**src/rtl/swarq_pkg.sv**
```systemverilog
// ----------------------------------------------------------------------------
// Stop-and-wait sender package
// Types, codes and constants shared by the controller, datapath and top level.
// ----------------------------------------------------------------------------
package swarq_pkg;

   localparam int SEQ_WIDTH       = 31;
   localparam int SUM_WIDTH       = 32;
   localparam int PAYLOAD_WIDTH   = 16;
   localparam int TICK_WIDTH      = 8;
   localparam int RESEND_WIDTH    = 8;
   localparam int DIVIDEND_WIDTH  = 32;
   localparam int DIV_COUNT_WIDTH = $clog2(DIVIDEND_WIDTH);
   localparam int SCALED_WIDTH    = SEQ_WIDTH + 4;
   localparam int PREFIX_BYTES    = 4;
   localparam int MIN_ACK_BYTES   = 5;

   localparam logic [PAYLOAD_WIDTH-1:0] PAYLOAD_RESET = 16'd800;
   localparam logic [TICK_WIDTH-1:0]    TIMEOUT_RESET = 8'd10;
   localparam logic [RESEND_WIDTH-1:0]  RESENDS_RESET = 8'd16;

   localparam logic [1:0] CSR_PKT_BYTES     = 2'd0;
   localparam logic [1:0] CSR_TIMEOUT_TICKS = 2'd1;
   localparam logic [1:0] CSR_MAX_RESENDS   = 2'd2;

   typedef enum logic [1:0] {
      MODE_START,
      MODE_TICK,
      MODE_BYTE,
      MODE_NONE
   } mode_type;

   typedef enum logic [1:0] {
      ACTION_NONE,
      ACTION_SEND,
      ACTION_RESEND,
      ACTION_DONE
   } action_type;

   typedef enum logic [1:0] {
      PHASE_SPACE,
      PHASE_SIGN,
      PHASE_DIGITS,
      PHASE_DONE
   } phase_type;

   typedef enum logic [1:0] {
      STATE_IDLE,
      STATE_DIVIDE,
      STATE_FINISH
   } state_type;

   typedef struct packed {
      logic load_div;
      logic step_div;
      logic commit_start;
      logic commit_item;
   } cmd_type;

   typedef struct packed {
      logic div_last;
   } status_type;

   function automatic logic [7:0] prefix_char(input logic [1:0] idx);
      logic [7:0] c;
      case (idx)
         2'd0: c = 8'h41;
         2'd1: c = 8'h43;
         2'd2: c = 8'h4B;
         default: c = 8'h20;
      endcase
      return c;
   endfunction

   function automatic logic is_space(input logic [7:0] c);
      return (c == 8'h20) || ((c >= 8'h09) && (c <= 8'h0D));
   endfunction

endpackage

```
**src/rtl/swarq_ctrl.sv**
```systemverilog
// ----------------------------------------------------------------------------
// Stop-and-wait sender controller
// Accepts words, sequences the packet count division and owns the result
// valid flag.
// ----------------------------------------------------------------------------
module swarq_ctrl (
   input  logic                  clock,
   input  logic                  reset,
   input  logic                  req_valid,
   output logic                  req_stall,
   input  logic [1:0]            req_mode,
   output logic                  rsp_valid,
   input  logic                  rsp_stall,
   input  swarq_pkg::status_type status,
   output swarq_pkg::cmd_type    cmd
);

   swarq_pkg::state_type state_ff, state_in;
   logic rsp_valid_ff, rsp_valid_in;
   logic out_free;
   logic accept;
   logic is_start;

   assign out_free = !rsp_valid_ff || !rsp_stall;
   assign accept   = (state_ff == swarq_pkg::STATE_IDLE) && req_valid && out_free;
   assign is_start = (swarq_pkg::mode_type'(req_mode) == swarq_pkg::MODE_START);

   always_comb begin
      state_in = state_ff;
      case (state_ff)
         swarq_pkg::STATE_IDLE: begin
            if (accept && is_start) begin
               state_in = swarq_pkg::STATE_DIVIDE;
            end
         end
         swarq_pkg::STATE_DIVIDE: begin
            if (status.div_last) begin
               state_in = swarq_pkg::STATE_FINISH;
            end
         end
         swarq_pkg::STATE_FINISH: begin
            if (out_free) begin
               state_in = swarq_pkg::STATE_IDLE;
            end
         end
         default: begin
            state_in = swarq_pkg::STATE_IDLE;
         end
      endcase
   end

   always_comb begin
      cmd.load_div     = accept && is_start;
      cmd.commit_item  = accept && !is_start;
      cmd.step_div     = (state_ff == swarq_pkg::STATE_DIVIDE);
      cmd.commit_start = (state_ff == swarq_pkg::STATE_FINISH) && out_free;
      req_stall        = !((state_ff == swarq_pkg::STATE_IDLE) && out_free);
      if (cmd.commit_item || cmd.commit_start) begin
         rsp_valid_in = 1'b1;
      end else begin
         rsp_valid_in = rsp_valid_ff && rsp_stall;
      end
   end

   always_ff @(posedge clock) begin
      if (reset) begin
         state_ff     <= swarq_pkg::STATE_IDLE;
         rsp_valid_ff <= 1'b0;
      end else begin
         state_ff     <= state_in;
         rsp_valid_ff <= rsp_valid_in;
      end
   end

   assign rsp_valid = rsp_valid_ff;

endmodule

```
**src/rtl/swarq_dp.sv**
```systemverilog
// ----------------------------------------------------------------------------
// Stop-and-wait sender datapath
// Packet count divider, transfer counters, timeout and ACK datagram parser.
// ----------------------------------------------------------------------------
module swarq_dp #(
   parameter int ACK_MAX_BYTES = 64
) (
   input  logic                                   clock,
   input  logic                                   reset,
   input  swarq_pkg::cmd_type                     cmd,
   output swarq_pkg::status_type                  status,
   input  logic [1:0]                             req_mode,
   input  logic [swarq_pkg::SEQ_WIDTH-1:0]        req_file_length,
   input  logic [7:0]                             req_ack_byte,
   input  logic                                   req_ack_last,
   input  logic [swarq_pkg::PAYLOAD_WIDTH-1:0]    pkt_bytes,
   input  logic [swarq_pkg::TICK_WIDTH-1:0]       timeout_ticks,
   input  logic [swarq_pkg::RESEND_WIDTH-1:0]     max_resends,
   output logic [1:0]                             rsp_action,
   output logic                                   rsp_aborted,
   output logic [swarq_pkg::SEQ_WIDTH-1:0]        rsp_packet_seq,
   output logic [swarq_pkg::SEQ_WIDTH-1:0]        rsp_packet_total,
   output logic [swarq_pkg::SUM_WIDTH-1:0]        rsp_resent_total
);

   localparam int POS_WIDTH = $clog2(ACK_MAX_BYTES + 1);
   localparam int SW = swarq_pkg::SEQ_WIDTH;
   localparam int DW = swarq_pkg::DIVIDEND_WIDTH;
   localparam int PW = swarq_pkg::PAYLOAD_WIDTH;
   localparam int TW = swarq_pkg::TICK_WIDTH;
   localparam int RW = swarq_pkg::RESEND_WIDTH;
   localparam int UW = swarq_pkg::SUM_WIDTH;
   localparam int CW = swarq_pkg::DIV_COUNT_WIDTH;
   localparam int XW = swarq_pkg::SCALED_WIDTH;

   // Divider.
   logic [DW-1:0] div_quo_ff, div_quo_in;
   logic [PW-1:0] div_rem_ff, div_rem_in;
   logic [PW-1:0] div_divisor_ff, div_divisor_in;
   logic [CW-1:0] div_cnt_ff, div_cnt_in;
   logic [PW-1:0] divisor;
   logic [PW:0]   trial;
   logic          trial_fits;

   // Transfer state.
   logic          busy_ff, busy_in;
   logic [SW-1:0] seq_ff, seq_in;
   logic [SW-1:0] total_ff, total_in;
   logic [TW-1:0] wait_ff, wait_in;
   logic [RW-1:0] resend_cnt_ff, resend_cnt_in;
   logic [UW-1:0] sum_ff, sum_in;
   logic [1:0]    action_ff, action_in;
   logic          aborted_ff, aborted_in;

   // Parser state.
   logic [POS_WIDTH-1:0]  pos_ff, pos_in;
   logic                  prefix_ok_ff, prefix_ok_in;
   swarq_pkg::phase_type  phase_ff, phase_in;
   logic                  neg_ff, neg_in;
   logic [SW-1:0]         value_ff, value_in;
   logic                  ovf_ff, ovf_in;

   // Parser step results.
   logic [POS_WIDTH-1:0]  p_pos;
   logic                  p_prefix_ok;
   swarq_pkg::phase_type  p_phase;
   logic                  p_neg;
   logic [SW-1:0]         p_value;
   logic                  p_ovf;
   logic [3:0]            digit;
   logic [XW-1:0]         scaled;
   logic                  is_digit;

   logic [TW-1:0]         tick_limit;

   // Division by restoring steps, one quotient bit per cycle.
   assign divisor    = (pkt_bytes == '0) ? PW'(1) : pkt_bytes;
   assign trial      = {div_rem_ff, div_quo_ff[DW-1]};
   assign trial_fits = (trial >= {1'b0, div_divisor_ff});
   assign status.div_last = (div_cnt_ff == CW'(DW - 1));

   always_comb begin
      div_quo_in     = div_quo_ff;
      div_rem_in     = div_rem_ff;
      div_divisor_in = div_divisor_ff;
      div_cnt_in     = div_cnt_ff;
      if (cmd.load_div) begin
         div_quo_in     = {1'b0, req_file_length} + {{(DW-PW){1'b0}}, divisor} - DW'(1);
         div_rem_in     = '0;
         div_divisor_in = divisor;
         div_cnt_in     = '0;
      end else if (cmd.step_div) begin
         if (trial_fits) begin
            div_rem_in = PW'(trial - {1'b0, div_divisor_ff});
         end else begin
            div_rem_in = trial[PW-1:0];
         end
         div_quo_in = {div_quo_ff[DW-2:0], trial_fits};
         div_cnt_in = div_cnt_ff + CW'(1);
      end
   end

   always_ff @(posedge clock) begin
      div_quo_ff     <= div_quo_in;
      div_rem_ff     <= div_rem_in;
      div_divisor_ff <= div_divisor_in;
      div_cnt_ff     <= div_cnt_in;
   end

   // One byte of an ACK datagram.
   assign digit    = 4'(req_ack_byte - 8'h30);
   assign is_digit = (req_ack_byte >= 8'h30) && (req_ack_byte <= 8'h39);
   assign scaled   = ({{(XW-SW){1'b0}}, value_ff} << 3) + ({{(XW-SW){1'b0}}, value_ff} << 1)
                   + {{(XW-4){1'b0}}, digit};

   always_comb begin
      logic take_digit;
      take_digit  = 1'b0;
      p_pos       = pos_ff;
      p_prefix_ok = prefix_ok_ff;
      p_phase     = phase_ff;
      p_neg       = neg_ff;
      p_value     = value_ff;
      p_ovf       = ovf_ff;
      if ((pos_ff < POS_WIDTH'(ACK_MAX_BYTES)) && (phase_ff != swarq_pkg::PHASE_DONE)) begin
         p_pos = pos_ff + POS_WIDTH'(1);
         if (req_ack_byte == 8'h00) begin
            if (pos_ff <= POS_WIDTH'(swarq_pkg::PREFIX_BYTES)) begin
               p_prefix_ok = 1'b0;
            end
            p_phase = swarq_pkg::PHASE_DONE;
         end else if (pos_ff < POS_WIDTH'(swarq_pkg::PREFIX_BYTES)) begin
            if (req_ack_byte != swarq_pkg::prefix_char(pos_ff[1:0])) begin
               p_prefix_ok = 1'b0;
            end
         end else begin
            take_digit = 1'b1;
            if (phase_ff == swarq_pkg::PHASE_SPACE) begin
               if (swarq_pkg::is_space(req_ack_byte)) begin
                  take_digit = 1'b0;
               end else if ((req_ack_byte == 8'h2B) || (req_ack_byte == 8'h2D)) begin
                  p_neg      = (req_ack_byte == 8'h2D);
                  p_phase    = swarq_pkg::PHASE_SIGN;
                  take_digit = 1'b0;
               end else begin
                  p_phase = swarq_pkg::PHASE_DIGITS;
               end
            end else if (phase_ff == swarq_pkg::PHASE_SIGN) begin
               p_phase = swarq_pkg::PHASE_DIGITS;
            end
            if (take_digit) begin
               if (is_digit) begin
                  if (!ovf_ff) begin
                     if (scaled[XW-1:SW] != '0) begin
                        p_ovf = 1'b1;
                     end else begin
                        p_value = scaled[SW-1:0];
                     end
                  end
               end else begin
                  p_phase = swarq_pkg::PHASE_DONE;
               end
            end
         end
      end
   end

   assign tick_limit = (timeout_ticks == '0) ? TW'(1) : timeout_ticks;

   always_comb begin
      logic resend;
      logic clear;
      logic match;
      resend        = 1'b0;
      clear         = 1'b0;
      match         = 1'b0;
      busy_in       = busy_ff;
      seq_in        = seq_ff;
      total_in      = total_ff;
      wait_in       = wait_ff;
      resend_cnt_in = resend_cnt_ff;
      sum_in        = sum_ff;
      action_in     = action_ff;
      aborted_in    = aborted_ff;
      pos_in        = pos_ff;
      prefix_ok_in  = prefix_ok_ff;
      phase_in      = phase_ff;
      neg_in        = neg_ff;
      value_in      = value_ff;
      ovf_in        = ovf_ff;
      if (cmd.commit_start || cmd.commit_item) begin
         action_in  = swarq_pkg::ACTION_NONE;
         aborted_in = 1'b0;
      end
      if (cmd.commit_start) begin
         total_in      = div_quo_ff[SW-1:0];
         wait_in       = '0;
         resend_cnt_in = '0;
         sum_in        = '0;
         clear         = 1'b1;
         if (div_quo_ff[SW-1:0] == '0) begin
            seq_in    = '0;
            busy_in   = 1'b0;
            action_in = swarq_pkg::ACTION_DONE;
         end else begin
            seq_in    = SW'(1);
            busy_in   = 1'b1;
            action_in = swarq_pkg::ACTION_SEND;
         end
      end else if (cmd.commit_item) begin
         case (swarq_pkg::mode_type'(req_mode))
            swarq_pkg::MODE_TICK: begin
               if (!busy_ff) begin
                  clear = 1'b1;
               end else begin
                  wait_in = wait_ff + TW'(1);
                  if (wait_in >= tick_limit) begin
                     resend = 1'b1;
                  end
               end
            end
            swarq_pkg::MODE_BYTE: begin
               if (!busy_ff) begin
                  clear = 1'b1;
               end else begin
                  wait_in      = '0;
                  pos_in       = p_pos;
                  prefix_ok_in = p_prefix_ok;
                  phase_in     = p_phase;
                  neg_in       = p_neg;
                  value_in     = p_value;
                  ovf_in       = p_ovf;
                  if (req_ack_last) begin
                     match = p_prefix_ok && (p_pos >= POS_WIDTH'(swarq_pkg::MIN_ACK_BYTES))
                           && !p_neg && !p_ovf && (p_value == seq_ff);
                     if (match) begin
                        clear         = 1'b1;
                        resend_cnt_in = '0;
                        if (seq_ff >= total_ff) begin
                           busy_in   = 1'b0;
                           action_in = swarq_pkg::ACTION_DONE;
                        end else begin
                           seq_in    = seq_ff + SW'(1);
                           action_in = swarq_pkg::ACTION_SEND;
                        end
                     end else begin
                        resend = 1'b1;
                     end
                  end
               end
            end
            default: begin
            end
         endcase
      end
      if (resend) begin
         action_in  = swarq_pkg::ACTION_RESEND;
         aborted_in = (resend_cnt_ff >= max_resends);
         if (resend_cnt_ff != '1) begin
            resend_cnt_in = resend_cnt_ff + RW'(1);
         end
         if (sum_ff != '1) begin
            sum_in = sum_ff + UW'(1);
         end
         wait_in = '0;
         clear   = 1'b1;
         if (resend_cnt_ff >= max_resends) begin
            busy_in = 1'b0;
         end
      end
      if (clear) begin
         pos_in       = '0;
         prefix_ok_in = 1'b1;
         phase_in     = swarq_pkg::PHASE_SPACE;
         neg_in       = 1'b0;
         value_in     = '0;
         ovf_in       = 1'b0;
      end
   end

   always_ff @(posedge clock) begin
      if (reset) begin
         busy_ff       <= 1'b0;
         seq_ff        <= '0;
         total_ff      <= '0;
         wait_ff       <= '0;
         resend_cnt_ff <= '0;
         sum_ff        <= '0;
         pos_ff        <= '0;
         prefix_ok_ff  <= 1'b1;
         phase_ff      <= swarq_pkg::PHASE_SPACE;
         neg_ff        <= 1'b0;
         value_ff      <= '0;
         ovf_ff        <= 1'b0;
      end else begin
         busy_ff       <= busy_in;
         seq_ff        <= seq_in;
         total_ff      <= total_in;
         wait_ff       <= wait_in;
         resend_cnt_ff <= resend_cnt_in;
         sum_ff        <= sum_in;
         pos_ff        <= pos_in;
         prefix_ok_ff  <= prefix_ok_in;
         phase_ff      <= phase_in;
         neg_ff        <= neg_in;
         value_ff      <= value_in;
         ovf_ff        <= ovf_in;
      end
   end

   always_ff @(posedge clock) begin
      action_ff  <= action_in;
      aborted_ff <= aborted_in;
   end

   // The transfer state only changes when a new result is committed, so it
   // stands directly on the result port.
   assign rsp_action       = action_ff;
   assign rsp_aborted      = aborted_ff;
   assign rsp_packet_seq   = seq_ff;
   assign rsp_packet_total = total_ff;
   assign rsp_resent_total = sum_ff;

endmodule

```
**src/rtl/stop_and_wait_arq_sender_unit.sv**
```systemverilog
// A tick or ACK byte word gives its result word in the cycle after it is
// accepted; a start word first runs the bit-serial packet count divider (one
// quotient bit per cycle over a 32-bit dividend), then a finish state. Throughput:
// one tick or byte word per cycle unless rsp_stall holds; none while a start runs.
// Reset clears transfer (not action/aborted), parser and handshake state and
// loads the register defaults (payload size 800, timeout 10 ticks, 16 resends).
// ----------------------------------------------------------------------------
// Stop-and-wait sender top level
// Register port, controller and datapath of the ARQ sender control.
// ----------------------------------------------------------------------------
module stop_and_wait_arq_sender_unit #(
   parameter int ACK_MAX_BYTES = 64
) (
   input  logic        clock,
   input  logic        reset,
   input  logic        req_valid,
   output logic        req_stall,
   input  logic [1:0]  req_mode,
   input  logic [30:0] req_file_length,
   input  logic [7:0]  req_ack_byte,
   input  logic        req_ack_last,
   output logic        rsp_valid,
   input  logic        rsp_stall,
   output logic [1:0]  rsp_action,
   output logic        rsp_aborted,
   output logic [30:0] rsp_packet_seq,
   output logic [30:0] rsp_packet_total,
   output logic [31:0] rsp_resent_total,
   input  logic        psel,
   input  logic        penable,
   input  logic        pwrite,
   input  logic [3:0]  paddr,
   input  logic [31:0] pwdata,
   output logic [31:0] prdata,
   output logic        pready
);

   logic [swarq_pkg::PAYLOAD_WIDTH-1:0] pkt_bytes_ff, pkt_bytes_in;
   logic [swarq_pkg::TICK_WIDTH-1:0]    timeout_ticks_ff, timeout_ticks_in;
   logic [swarq_pkg::RESEND_WIDTH-1:0]  max_resends_ff, max_resends_in;
   logic                                csr_write;
   swarq_pkg::cmd_type                  cmd;
   swarq_pkg::status_type               status;

   assign pready    = 1'b1;
   assign csr_write = psel && penable && pwrite;

   always_comb begin
      pkt_bytes_in     = pkt_bytes_ff;
      timeout_ticks_in = timeout_ticks_ff;
      max_resends_in   = max_resends_ff;
      if (csr_write) begin
         case (paddr[3:2])
            swarq_pkg::CSR_PKT_BYTES:     pkt_bytes_in     = pwdata[15:0];
            swarq_pkg::CSR_TIMEOUT_TICKS: timeout_ticks_in = pwdata[7:0];
            swarq_pkg::CSR_MAX_RESENDS:   max_resends_in   = pwdata[7:0];
            default: begin
            end
         endcase
      end
   end

   always_comb begin
      case (paddr[3:2])
         swarq_pkg::CSR_PKT_BYTES:     prdata = {16'h0000, pkt_bytes_ff};
         swarq_pkg::CSR_TIMEOUT_TICKS: prdata = {24'h000000, timeout_ticks_ff};
         swarq_pkg::CSR_MAX_RESENDS:   prdata = {24'h000000, max_resends_ff};
         default:                      prdata = 32'h00000000;
      endcase
   end

   always_ff @(posedge clock) begin
      if (reset) begin
         pkt_bytes_ff     <= swarq_pkg::PAYLOAD_RESET;
         timeout_ticks_ff <= swarq_pkg::TIMEOUT_RESET;
         max_resends_ff   <= swarq_pkg::RESENDS_RESET;
      end else begin
         pkt_bytes_ff     <= pkt_bytes_in;
         timeout_ticks_ff <= timeout_ticks_in;
         max_resends_ff   <= max_resends_in;
      end
   end

   swarq_ctrl u_ctrl (
      .clock     (clock),
      .reset     (reset),
      .req_valid (req_valid),
      .req_stall (req_stall),
      .req_mode  (req_mode),
      .rsp_valid (rsp_valid),
      .rsp_stall (rsp_stall),
      .status    (status),
      .cmd       (cmd)
   );

   swarq_dp #(
      .ACK_MAX_BYTES (ACK_MAX_BYTES)
   ) u_dp (
      .clock            (clock),
      .reset            (reset),
      .cmd              (cmd),
      .status           (status),
      .req_mode         (req_mode),
      .req_file_length  (req_file_length),
      .req_ack_byte     (req_ack_byte),
      .req_ack_last     (req_ack_last),
      .pkt_bytes        (pkt_bytes_ff),
      .timeout_ticks    (timeout_ticks_ff),
      .max_resends      (max_resends_ff),
      .rsp_action       (rsp_action),
      .rsp_aborted      (rsp_aborted),
      .rsp_packet_seq   (rsp_packet_seq),
      .rsp_packet_total (rsp_packet_total),
      .rsp_resent_total (rsp_resent_total)
   );

endmodule
```
**config.mk**
```make
export PLATFORM = sky130hd
export DESIGN_NAME = stop_and_wait_arq_sender_unit
export DESIGN_NICKNAME = d
export VERILOG_FILES = /design/src/rtl/swarq_pkg.sv /design/src/rtl/swarq_ctrl.sv /design/src/rtl/swarq_dp.sv /design/src/rtl/stop_and_wait_arq_sender_unit.sv
export SDC_FILE = /design/constraint.sdc
export NUM_CORES = 1
export LEC_CHECK = 0
export ABC_AREA = 1
export BUFFER_PORTS_ARGS = -buffer_cell sky130_fd_sc_hd__buf_2
export CELL_PAD_IN_SITES_DETAIL_PLACEMENT = 1
export CELL_PAD_IN_SITES_GLOBAL_PLACEMENT = 1
export CORE_UTILIZATION = 30
export CTS_BUF_LIST = sky130_fd_sc_hd__clkbuf_4 sky130_fd_sc_hd__clkbuf_8
export DETAILED_ROUTE_END_ITERATION = 10
export PLACE_DENSITY_LB_ADDON = 0.1
export SLEW_MARGIN = 20
export SYNTH_ARGS = -nofsm -noshare
export SYNTH_HDL_FRONTEND = slang
export SYNTH_HIERARCHICAL = 1
export SYNTH_SLANG_ARGS = --single-unit
```
**constraint.sdc**
```tcl
create_clock -name clock -period 11.54 [get_ports clock]
set_input_delay 1.154 -clock clock [delete_from_list [all_inputs] [get_ports clock]]
set_output_delay 1.154 -clock clock [all_outputs]
set_load 0.03 [all_outputs]
```
==> metrics, run 1 <==
status complete, but fails checks; violated checks design-rule violations; most frequent CP cell nand2_1; number of global-route vias before repair between 20,000 and 25,000; Mapped Cells 3,020; RePlAce Congestion 0.867; first-pass GRT wire length roughly 110 mm; Die Y ~260 um; Startpoint Class input pin; PD cells approximately 110 mW/mm2; setup ws final 5280 ps; Initial Util 30.5%; Reg power frac 39.4%; final wirelength 69.1 mm; port bufs around 180; switching share of power a little under a third; # IOs 217; dominant cells by area after synthesis dfxtp_1 21%, nand2_1 14%, ha_1 11%; Cell variety after synth 60; Final #Nets roughly 3,400; Worst EP arrival slightly below 7000 ps; Req. time, crit path about 12,000 ps; worst min-delay path class reg2reg; core area 0.0661 mm2; Rel. slew slack 32.4%; H-tree depth 2; Main synth FF type dfxtp_1; maxcap violations 0; critical path class in2reg; post-synth top area share 21.1%; layout cell share with drive strength beyond 1 between 10% and 20%; cell family with the largest share of critical-path delay simple AND/OR/NAND/NOR gates; Wirelength per Cell 16.9 um; wl on met1 32.3 mm; initial drt markers ~830; CTS clk-pin slew, worst paths around 60 ps; Placement Cell Area 0.0217 mm2; area grow syn2layout 13.7%; DR WL met2 32.6 mm; crit-path max FO 42; clk sinks approximately 260; gr usage total roughly a fifth; Layout Cells excl Fill slightly above 4,000; final setup skew between 40 and 50 ps; average cell area after synthesis 6.67 um2; final worst-path cycle share around 54%; vias per inst between 4 and 5; setup_tns 0 ps; Static Leak approximately 11 nW; Die W approximately 260 um; mapped cell area about 0.02 mm2; logic gate share of total power 18.9%; Syn. warnings 6; Antenna Nets Post-Route 0; P_sw between 0.0007 and 0.0008 W; clock buffer depth 3; Vias 19,800; Final Core Density about a third; Max VDD drop between 0.00008 and 0.00009 V; placed insts between 3,000 and 4,000; Crit-path slowest cell inv_2; met3 routed WL approximately 2.0 mm; largest net degree at the start of global routing between 50 and 60; Max stage delay on crit path ~570 ps; Final HPWL DP around 54 mm; Rows 94; CP Capture Type flop; DR pass1 iterations 10; CTS Root Cell clkbuf_8; Place WS roughly 4500 ps; RSZ-0062 raised after global routing no; Pins Over Slew Limit 0; worst skew pair latency between 600 and 700 ps; Async S/R FF share, synth 0%; Int Pwr roughly 0.0018 W; uppermost routed layer met4; number of synthesized flops with an enable pin 49; TritonCTS clock tree done; initial antenna violation count 1; Post-CTS Setup Inserts 0; Final Critical Period 6260 ps; Seq/Total Area, Yosys 28.4%; final hold viol count 0; slew at the pin closest to its max-slew limit just over 1000 ps; Die Footprint 0.0682 mm2; Clk pwr share a little over two fifths; drt drc 1; CP bufs+invs 4; max frequency between 0.15 and 0.2 GHz; post-synth top area cell dfxtp_1; Synth Register Bits roughly 260; GR Overflow Total 0; Design Area, Final approximately 0.023 mm2; CTS Hold Bufs 0; post-CTS sizing 0; Final Setup Violations 0; CTS buffer count 52
[sequential cells by signal, summed over array words and instances (netlist names), 5 cells and up]
signal,cells
u_dp/div_rem_ff,16
u_dp/resend_cnt_ff,8
u_dp/wait_ff,8
timeout_ticks_ff,8
u_dp/rsp_resent_total,32
u_dp/value_ff,31
u_dp/div_divisor_ff,16
max_resends_ff,8
u_dp/pos_ff,7
u_dp/div_cnt_ff,5
pkt_bytes_ff,16
u_dp/rsp_packet_seq,31
u_dp/rsp_packet_total,31
u_dp/div_quo_ff,32
[cells by family (layout without fill, tap and decap cells)]
kind of cell | Yosys count | count (layout) | synth area share, %
and+or+nand+nor | 1443 | 1443 | 31.3
buffers and inverters | 568 | 752 | 11.5
AOI/OAI and AO/OA | 463 | 463 | 12.8
DFF | 261 | 261 | 28.4
adders and majority gates | 184 | 184 | 11.6
xor gates and xnor gates | 97 | 97 | 4.22
other | 2 | 18 | 0.0373
muxes | 2 | 2 | 0.0994
[cells in the final DEF, fill, tap and decap left out, types with 73 or more instances in the layout]
master | synthesis | final
nand3_1 | 230 | 230
o21ai_0 | 154 | 154
ha_1 | 180 | 180
dfxtp_1 | 212 | 212
clkbuf_8 | 0 | 73
buf_2 | 10 | 181
a21oi_1 | 208 | 208
nor2_1 | 286 | 285
nand2_1 | 733 | 733
inv_1 | 448 | 447
[cell type report]
type                       count  area [um2]
antenna                        1        2.50
clock buffer                  91        1140
clock inverter                 6        42.5
fill                        8540       43200
inverter                     459        1720
multi-input combinational   2206       12200
sequential                   261        5720
tap                          864        1080
timing repair buffer         196        1020
[layer usage]
metal | vias up | GRT usage, %
li1 | 10100 | -
met1 | 9361 | 26.0
met2 | 248 | 34.2
met3 | 105 | 2.62
met4 | 0 | 6.46
met5 | - | 0
[metrics by stage]
stage	hold WS, ps	power, W
after floorplan	444	0.00138
after global placement	445	0.00150
after detailed placement	449	0.00151
after CTS	461	0.00261
after global routing	490	0.00271
final	454	0.00255
[worst min-delay path, delay by kind of cell, from the launching register on]
family,cells,cell delay [ps]
and+or+nand+nor,2,100
DFF,1,300
[power by group through the flow]
stage	logic [W]	clock network (W)	registers (W)
CTS	0.000489	0.00111	0.00100
global placement	0.000476	0	0.00102
detailed placement	0.000487	0	0.00102
finish	0.000481	0.00106	0.00100
floorplan	0.000370	0	0.00101
global route	0.000558	0.00114	0.00101
[final timing paths]
check	start	endpoint	slack, ps	depth (start not counted)
max	req_ack_byte[3]	u_dp/value_ff[30]	5280	32
min	u_dp/rsp_action[0]	u_dp/rsp_action[0]	450	2
max reg2reg	u_dp/value_ff[0]	u_dp/value_ff[30]	5610	31
min reg2reg	u_dp/rsp_action[0]	u_dp/rsp_action[0]	450	2
[synth_stat cells (all sizes together) (2+ instances only)]
cell    instances
nor2          305
nand2         752
mux2i           2
a31oi          10
clkinv          2
nand3         234
conb            2
or2             7
xnor2          35
o21a            7
nor3b           2
clkbuf         61
a21oi         238
edfxtp         49
a211oi          5
nor3           37
o22ai           3
a21o            3
inv           457
o211ai          5
a22oi           3
ha            180
nor4           31
xor2           62
fa              4
nand3b         24
nand4          44
or4             5
a21boi          5
dfxtp         212
o21ai         163
o21bai         11
buf            48
Power figures use the tool's default switching activity.
==> run 2: changes to the inputs <==
==> constraint.sdc (replaced) <==
create_clock -name clock -period 5.62 [get_ports clock]
set_input_delay 0.562 -clock clock [delete_from_list [all_inputs] [get_ports clock]]
set_output_delay 0.562 -clock clock [all_outputs]
set_load 0.03 [all_outputs]
==> run 2 against run 1 <==
The run still ends with design-rule violations left. Routed wire length up 1.8%. Critical path depth shrank 2. Sequential power grew 110%. Non-clock buffer count rose by 24. Combinational power rose by 110%. Critical endpoint is now u_dp/rsp_packet_seq[10]. Worst setup slack lost 4700 ps. Register-to-register slack worse by 5000 ps. Via count increased by 0.76%. Design area increased by 1.0%. Sequential share of layout area shrank 0.25 points. Clock-buffer cell count down 3. Clock power is 100% higher.
==> metrics, run 2 (synthesis results as in run 1) <==
Final Critical Period ~5000 ps; layout cell share with drive strength beyond 1 12.7% (+0.59 points); first-pass GRT wire length 111 mm (+1.6%); Hold Crit Depth 3 (+1); Crit-path slowest cell fa_1; Startpoint Class flop; CP Capture Type flop; cell family with the largest share of critical-path delay simple AND/OR/NAND/NOR gates; worst skew pair latency 670 ps (about the same); Hold Crit Endpoint pkt_bytes_ff[8]; clk sinks 261 (unchanged); core area 0.0661 mm2 (unchanged); final wirelength 70.3 mm (+1.8%); port bufs 181 (unchanged); Die Y 261 um (unchanged); RSZ-0062 raised after global routing no; most frequent CP cell nand2_1; area grow syn2layout 14.9%; Final #Nets 3,470 (+0.73%); final setup skew 58.0 ps (+13.2 ps); Die Footprint 0.0682 mm2 (unchanged); Static Leak 11.1 nW (+1.3%); CTS Hold Bufs 0 (unchanged); CTS Root Cell clkbuf_8; initial drt markers 784 (-5.7%); Initial Util 30.5% (unchanged); Post-CTS Setup Inserts 0 (unchanged); Req. time, crit path 6130 ps (-5920 ps); drt drc 1 (unchanged); Final Setup Violations 0 (unchanged); GR Overflow Total 0 (unchanged); RePlAce Congestion 0.858 (-1.0%); vias per inst 4.86 (+0.17%); post-CTS sizing 0 (unchanged); Die W 261 um (unchanged); slew at the pin closest to its max-slew limit 991 ps (-21.2 ps); largest net degree at the start of global routing 54 (unchanged); final worst-path cycle share between 80 and 90%; maxcap violations 0 (unchanged); FF-to-FF path depth 30 (-3.2%); gr usage total 20.4% (+0.35 points); number of global-route vias before repair 20,400 (+1.7%); FF-to-FF setup slack 620 ps (-4990 ps); Rel. slew slack 33.8% (+1.4 points); final hold viol count 0 (unchanged); violated checks design-rule violations; Max VDD drop 0.000215 V (+170%); PnR Total Power 0.00522 W (+100%); Vias 20,000 (+0.76%); HP Start pwdata[8]; crit-path max FO 24 (-43%); max frequency roughly 0.2 GHz; DR pass1 iterations 10 (unchanged); clock buffer depth 3 (unchanged); CTS buffer count 53 (+1.9%); CTS clk-pin slew, worst paths 60 ps (about the same); Rows 94 (unchanged); critical path class reg2reg; Max stage delay on crit path 540 ps (-30 ps); # IOs 217 (unchanged); status complete, but fails checks; Final HPWL DP 55.6 mm (+2.5%); Wirelength per Cell 17.1 um (+1.2%); Worst EP arrival 5510 ps (-1260 ps); H-tree depth 2 (unchanged); initial antenna violation count 1 (unchanged); Crit Reg-Reg Endpoint u_dp/rsp_packet_seq[10]; setup_tns 0 ps (unchanged); commonest non-fill, non-tap cell in the layout nand2_1; Antenna Nets Post-Route 0 (unchanged); PD cells 226 mW/mm2 (+100%); worst min-delay path class in2reg; Pins Over Slew Limit 0 (unchanged); CP bufs+invs 5 (+1); TritonCTS clock tree done; most frequent cells in the layout 733 x nand2_1, 447 x inv_1, 285 x nor2_1, 230 x nand3_1, 212 x dfxtp_1; start of the worst register-to-register path u_dp/value_ff[2]
==> run 2: changes by cell type in the layout (fill, tap and decap cells not counted) <==
| cell | change |
|---|---|
| buf_4 | +18 |
| clkinv_2 | +1 |
| clkbuf_8 | -6 |
| buf_12 | +6 |
| bufinv_16 | +1 |
| clkbuf_4 | +3 |
| clkinvlp_4 | -1 |
| clkinv_1 | +2 |
==> run 2: tightest hold or removal path, stage by stage <==
cell     delay (ps)
buf_2            90
nand2_1          50
nand3_1          70
==> run 2: metrics by stage <==
| stage | cells | setup WS, ps | util [%] | area (um2) | hold slack [ps] |
|---|---|---|---|---|---|
| 2_1_floorplan | 3035 | 1470 | - | 20200 | 444 |
| 3_3_place_gp | 4010 | 285 | 33.2 | 22000 | 444 |
| 3_5_place_dp | 4010 | 130 | 33.2 | 22000 | 450 |
| 4_1_cts | 4107 | 480 | 35.0 | 23100 | 64.5 |
| 5_1_grt | 4108 | 52.4 | 35.0 | 23100 | 89.2 |
| 6_report | 4108 | 620 | 35.0 | 23100 | 140 |
==> run 2: layout make-up <==
cell class | instances | area [um2]
clock inverters | 9 | 77.6
flip-flops and latches | 261 | 5720
inverters | 459 | 1720
repair buffers | 220 | 1270
multi-input cells | 2206 | 12200
well taps | 864 | 1080
fillers | 8490 | 43000
clock buffers | 88 | 1080
diodes | 1 | 2.50
==> run 2: metal layers <==
metal,share of wire [%],GRT usage [%]
met2,48,35.6
met3,2.8,2.64
met4,2.4,5.65
met5,0,0
met1,47,26.2
==> run 2: how the worst max path moves through the flow <==
| stage | startpoint | slack [ps] | depth (start not counted) | endpoint |
|---|---|---|---|---|
| 2_1_floorplan | req_ack_byte[3] | 1470 | 30 | u_dp/rsp_packet_seq[8] |
| 3_3_place_gp | req_ack_byte[3] | 290 | 32 | u_dp/ovf_ff |
| 3_5_place_dp | req_ack_byte[3] | 130 | 32 | u_dp/value_ff[7] |
| 4_1_cts | u_dp/value_ff[2] | 480 | 31 | u_dp/value_ff[7] |
| 5_1_grt | u_dp/value_ff[0] | 50 | 30 | u_dp/rsp_packet_seq[4] |
| 6_report | u_dp/value_ff[2] | 620 | 30 | u_dp/rsp_packet_seq[10] |
==> run 2: report_power, final <==
part	total [W]	internal [W]	switching (W)	leakage, nW
sequential	0.00206	0.00200	0.0000644	2.17
combinational	0.00100	0.000374	0.000627	8.29
clock	0.00216	0.00125	0.000904	0.622
==> run 3: changes to the inputs <==
--- a/config.mk
+++ b/config.mk
@@ -9,6 +9,7 @@
 export BUFFER_PORTS_ARGS = -buffer_cell sky130_fd_sc_hd__buf_2
 export CELL_PAD_IN_SITES_DETAIL_PLACEMENT = 1
 export CELL_PAD_IN_SITES_GLOBAL_PLACEMENT = 1
+export CORE_MARGIN = 2
 export CORE_UTILIZATION = 30
 export CTS_BUF_LIST = sky130_fd_sc_hd__clkbuf_4 sky130_fd_sc_hd__clkbuf_8
 export DETAILED_ROUTE_END_ITERATION = 10
==> constraint.sdc (replaced) <==
create_clock -name clock -period 6.4 [get_ports clock]
set_input_delay 0.64 -clock clock [delete_from_list [all_inputs] [get_ports clock]]
set_output_delay 0.64 -clock clock [all_outputs]
set_load 0.03 [all_outputs]
==> run 3 against run 2 <==
The run now ends clean. Register-to-register slack gained 470 ps. Hold slack gained 92 ps. Die area grew 1.5%. Clock-buffer cell count up 1. First-iteration DRC count is 3.7% lower. Non-clock buffer count shrank 16. Sequential power is 12% lower. Routed wire length about the same. Clock skew fell by 8.7 ps. Power shrank 12%. Utilization shrank 0.62 points. Sequential share of layout area up 0.18 points.
==> metrics, run 3 (synthesis results as in run 1) <==
worst skew pair latency 660 ps (about the same); Static Leak 11.0 nW (-0.95%); # IOs 217 (unchanged); Final #Nets 3,453 (-0.49%); setup_tns 0 ps (unchanged); CTS Hold Bufs 0 (unchanged); setup ws final 1090 ps (+468 ps); slew at the pin closest to its max-slew limit 998 ps (+6.08 ps); area grow syn2layout 14.0%; initial drt markers 755 (-3.7%); layout cell share with drive strength beyond 1 12.3% (-0.40 points); Clk pwr share 41.2% (about the same); Vias 19,900 (-0.38%); Setup crit start u_dp/value_ff[0]; most frequent CP cell nand2_1; Req. time, crit path 6900 ps (+770 ps); final setup skew 49.3 ps (-8.69 ps); CTS buffer count 52 (-1.9%); Rows 95 (+1.1%); Antenna Nets Post-Route 0 (unchanged); commonest non-fill, non-tap cell in the layout nand2_1; switching share of power 30.9% (+0.31 points); gr usage total 19.9% (-0.49 points); port bufs 181 (unchanged); P_sw 0.00141 W (-11%); maxcap violations 0 (unchanged); final hold viol count 0 (unchanged); Final HPWL DP 55.3 mm (-0.59%); start of the worst register-to-register path u_dp/value_ff[0]; final worst-path cycle share 83.0% (-6.0 points); H-tree depth 2 (unchanged); Wirelength per Cell 17.1 um (+0.13%); RePlAce Congestion 0.877 (+2.2%); vias per inst 4.85 (-0.16%); post-CTS sizing 0 (unchanged); Initial Util 30.2% (-0.32 points); Setup crit end u_dp/value_ff[7]; RSZ-0062 raised after global routing no; Design Area, Final 0.0230 mm2 (-0.74%); PD cells 199 mW/mm2 (-12%); drt drc 0 (-1); Crit-path slowest cell o21ai_0; clock buffer depth 3 (unchanged); Int Pwr 0.00317 W (-13%); CTS clk-pin slew, worst paths 60 ps (about the same); Post-CTS Setup Inserts 0 (unchanged); GR Overflow Total 0 (unchanged); core area 0.0668 mm2 (+1.1%); worst min-delay path class in2reg; DR pass1 iterations 5 (-5); initial antenna violation count 1 (unchanged); TritonCTS clock tree done; Pins Over Slew Limit 0 (unchanged); FF-to-FF path depth 29 (-3.3%); crit-path max FO 37 (+54%); Final Setup Violations 0 (unchanged); Die Y 263 um (+0.77%); Antenna Cells 0 (-1); number of global-route vias before repair 20,600 (+1.0%); clk sinks 261 (unchanged); FF-to-FF setup slack 1090 ps (+470 ps); Place WS 615 ps (+485 ps); Max VDD drop 0.000184 V (-15%); Die Footprint 0.0692 mm2 (+1.5%); Rel. slew slack 33.4% (-0.41 points); critical path class reg2reg; Reg power frac 39.6% (about the same); CP Capture Type flop; status completed; Worst EP arrival 5810 ps (+300 ps); Final Critical Period 5310 ps (+312 ps); first-pass GRT wire length 112 mm (+0.62%); Crit Reg-Reg Endpoint u_dp/value_ff[7]; Hold Crit Depth 3 (unchanged); Startpoint Class flop; largest net degree at the start of global routing 55 (+1.9%); final wirelength 70.3 mm (about the same); logic gate share of total power 19.2% (about the same); Placement Cell Area 0.0218 mm2 (-0.78%); # fillers 8,617 (+1.5%); max frequency 0.188 GHz (-5.9%); Die W 263 um (+0.77%); Fin Hold WS 233 ps (+92.5 ps); Max stage delay on crit path 670 ps (+130 ps); CTS Root Cell clkbuf_8; most frequent cells in the layout 733 x nand2_1, 447 x inv_1, 285 x nor2_1, 230 x nand3_1, 212 x dfxtp_1
[run 3: power by group through the flow]
stage / registers, W / logic (W) / clock network [W]
floorplan: 0.00183 / 0.000667 / 0
global route: 0.00182 / 0.00101 / 0.00203
CTS: 0.00181 / 0.000891 / 0.00197
detailed placement: 0.00185 / 0.000887 / 0
finish: 0.00181 / 0.000881 / 0.00189
global placement: 0.00184 / 0.000862 / 0
[run 3: worst min path at each step]
stage,to,start,slack (ps)
CTS,pkt_bytes_ff[8],pwdata[8],160
global placement,u_dp/rsp_action[0],u_dp/rsp_action[0],460
floorplan,u_dp/div_rem_ff[10],u_dp/div_rem_ff[10],440
finish,pkt_bytes_ff[8],pwdata[8],230
detailed placement,u_dp/rsp_action[0],u_dp/rsp_action[0],450
global route,pkt_bytes_ff[9],pwdata[9],190
[run 3: final cells by class]
class                   instances  area (um2)  area share (%)
multi-input cells            2206       12200            53.1
flip-flops and latches        261        5720            24.9
inverters                     459        1720            7.50
clock buffers                  89        1110            4.82
well taps                     873        1090            4.76
repair buffers                204        1090            4.75
clock inverters                 7        55.1           0.240
[run 3: layer usage]
layer  vias to the layer above  GRT usage, %  wire length [um]
met5                         -             0                 0
met3                       100          2.79              2140
li1                      10100             -                 -
met4                         0          5.45              1760
met2                       260          34.9             33800
met1                      9412          25.5             32600
[run 3: worst max-delay path: cells and delay by family, from the launching register on]
family / cells / cell delay (ps)
AOI/OAI and AO/OA: 2 / 740
DFF: 1 / 360
adders and majority gates: 2 / 850
buffers and inverters: 3 / 410
and+or+nand+nor: 22 / 2740
[run 3: through the flow]
stage	cells	utilization [%]	total power (W)
global route	4099	34.4	0.00486
detailed placement	4003	32.6	0.00273
floorplan	3035	-	0.00250
global placement	4003	32.6	0.00271
finish	4099	34.4	0.00458
CTS	4099	34.4	0.00467
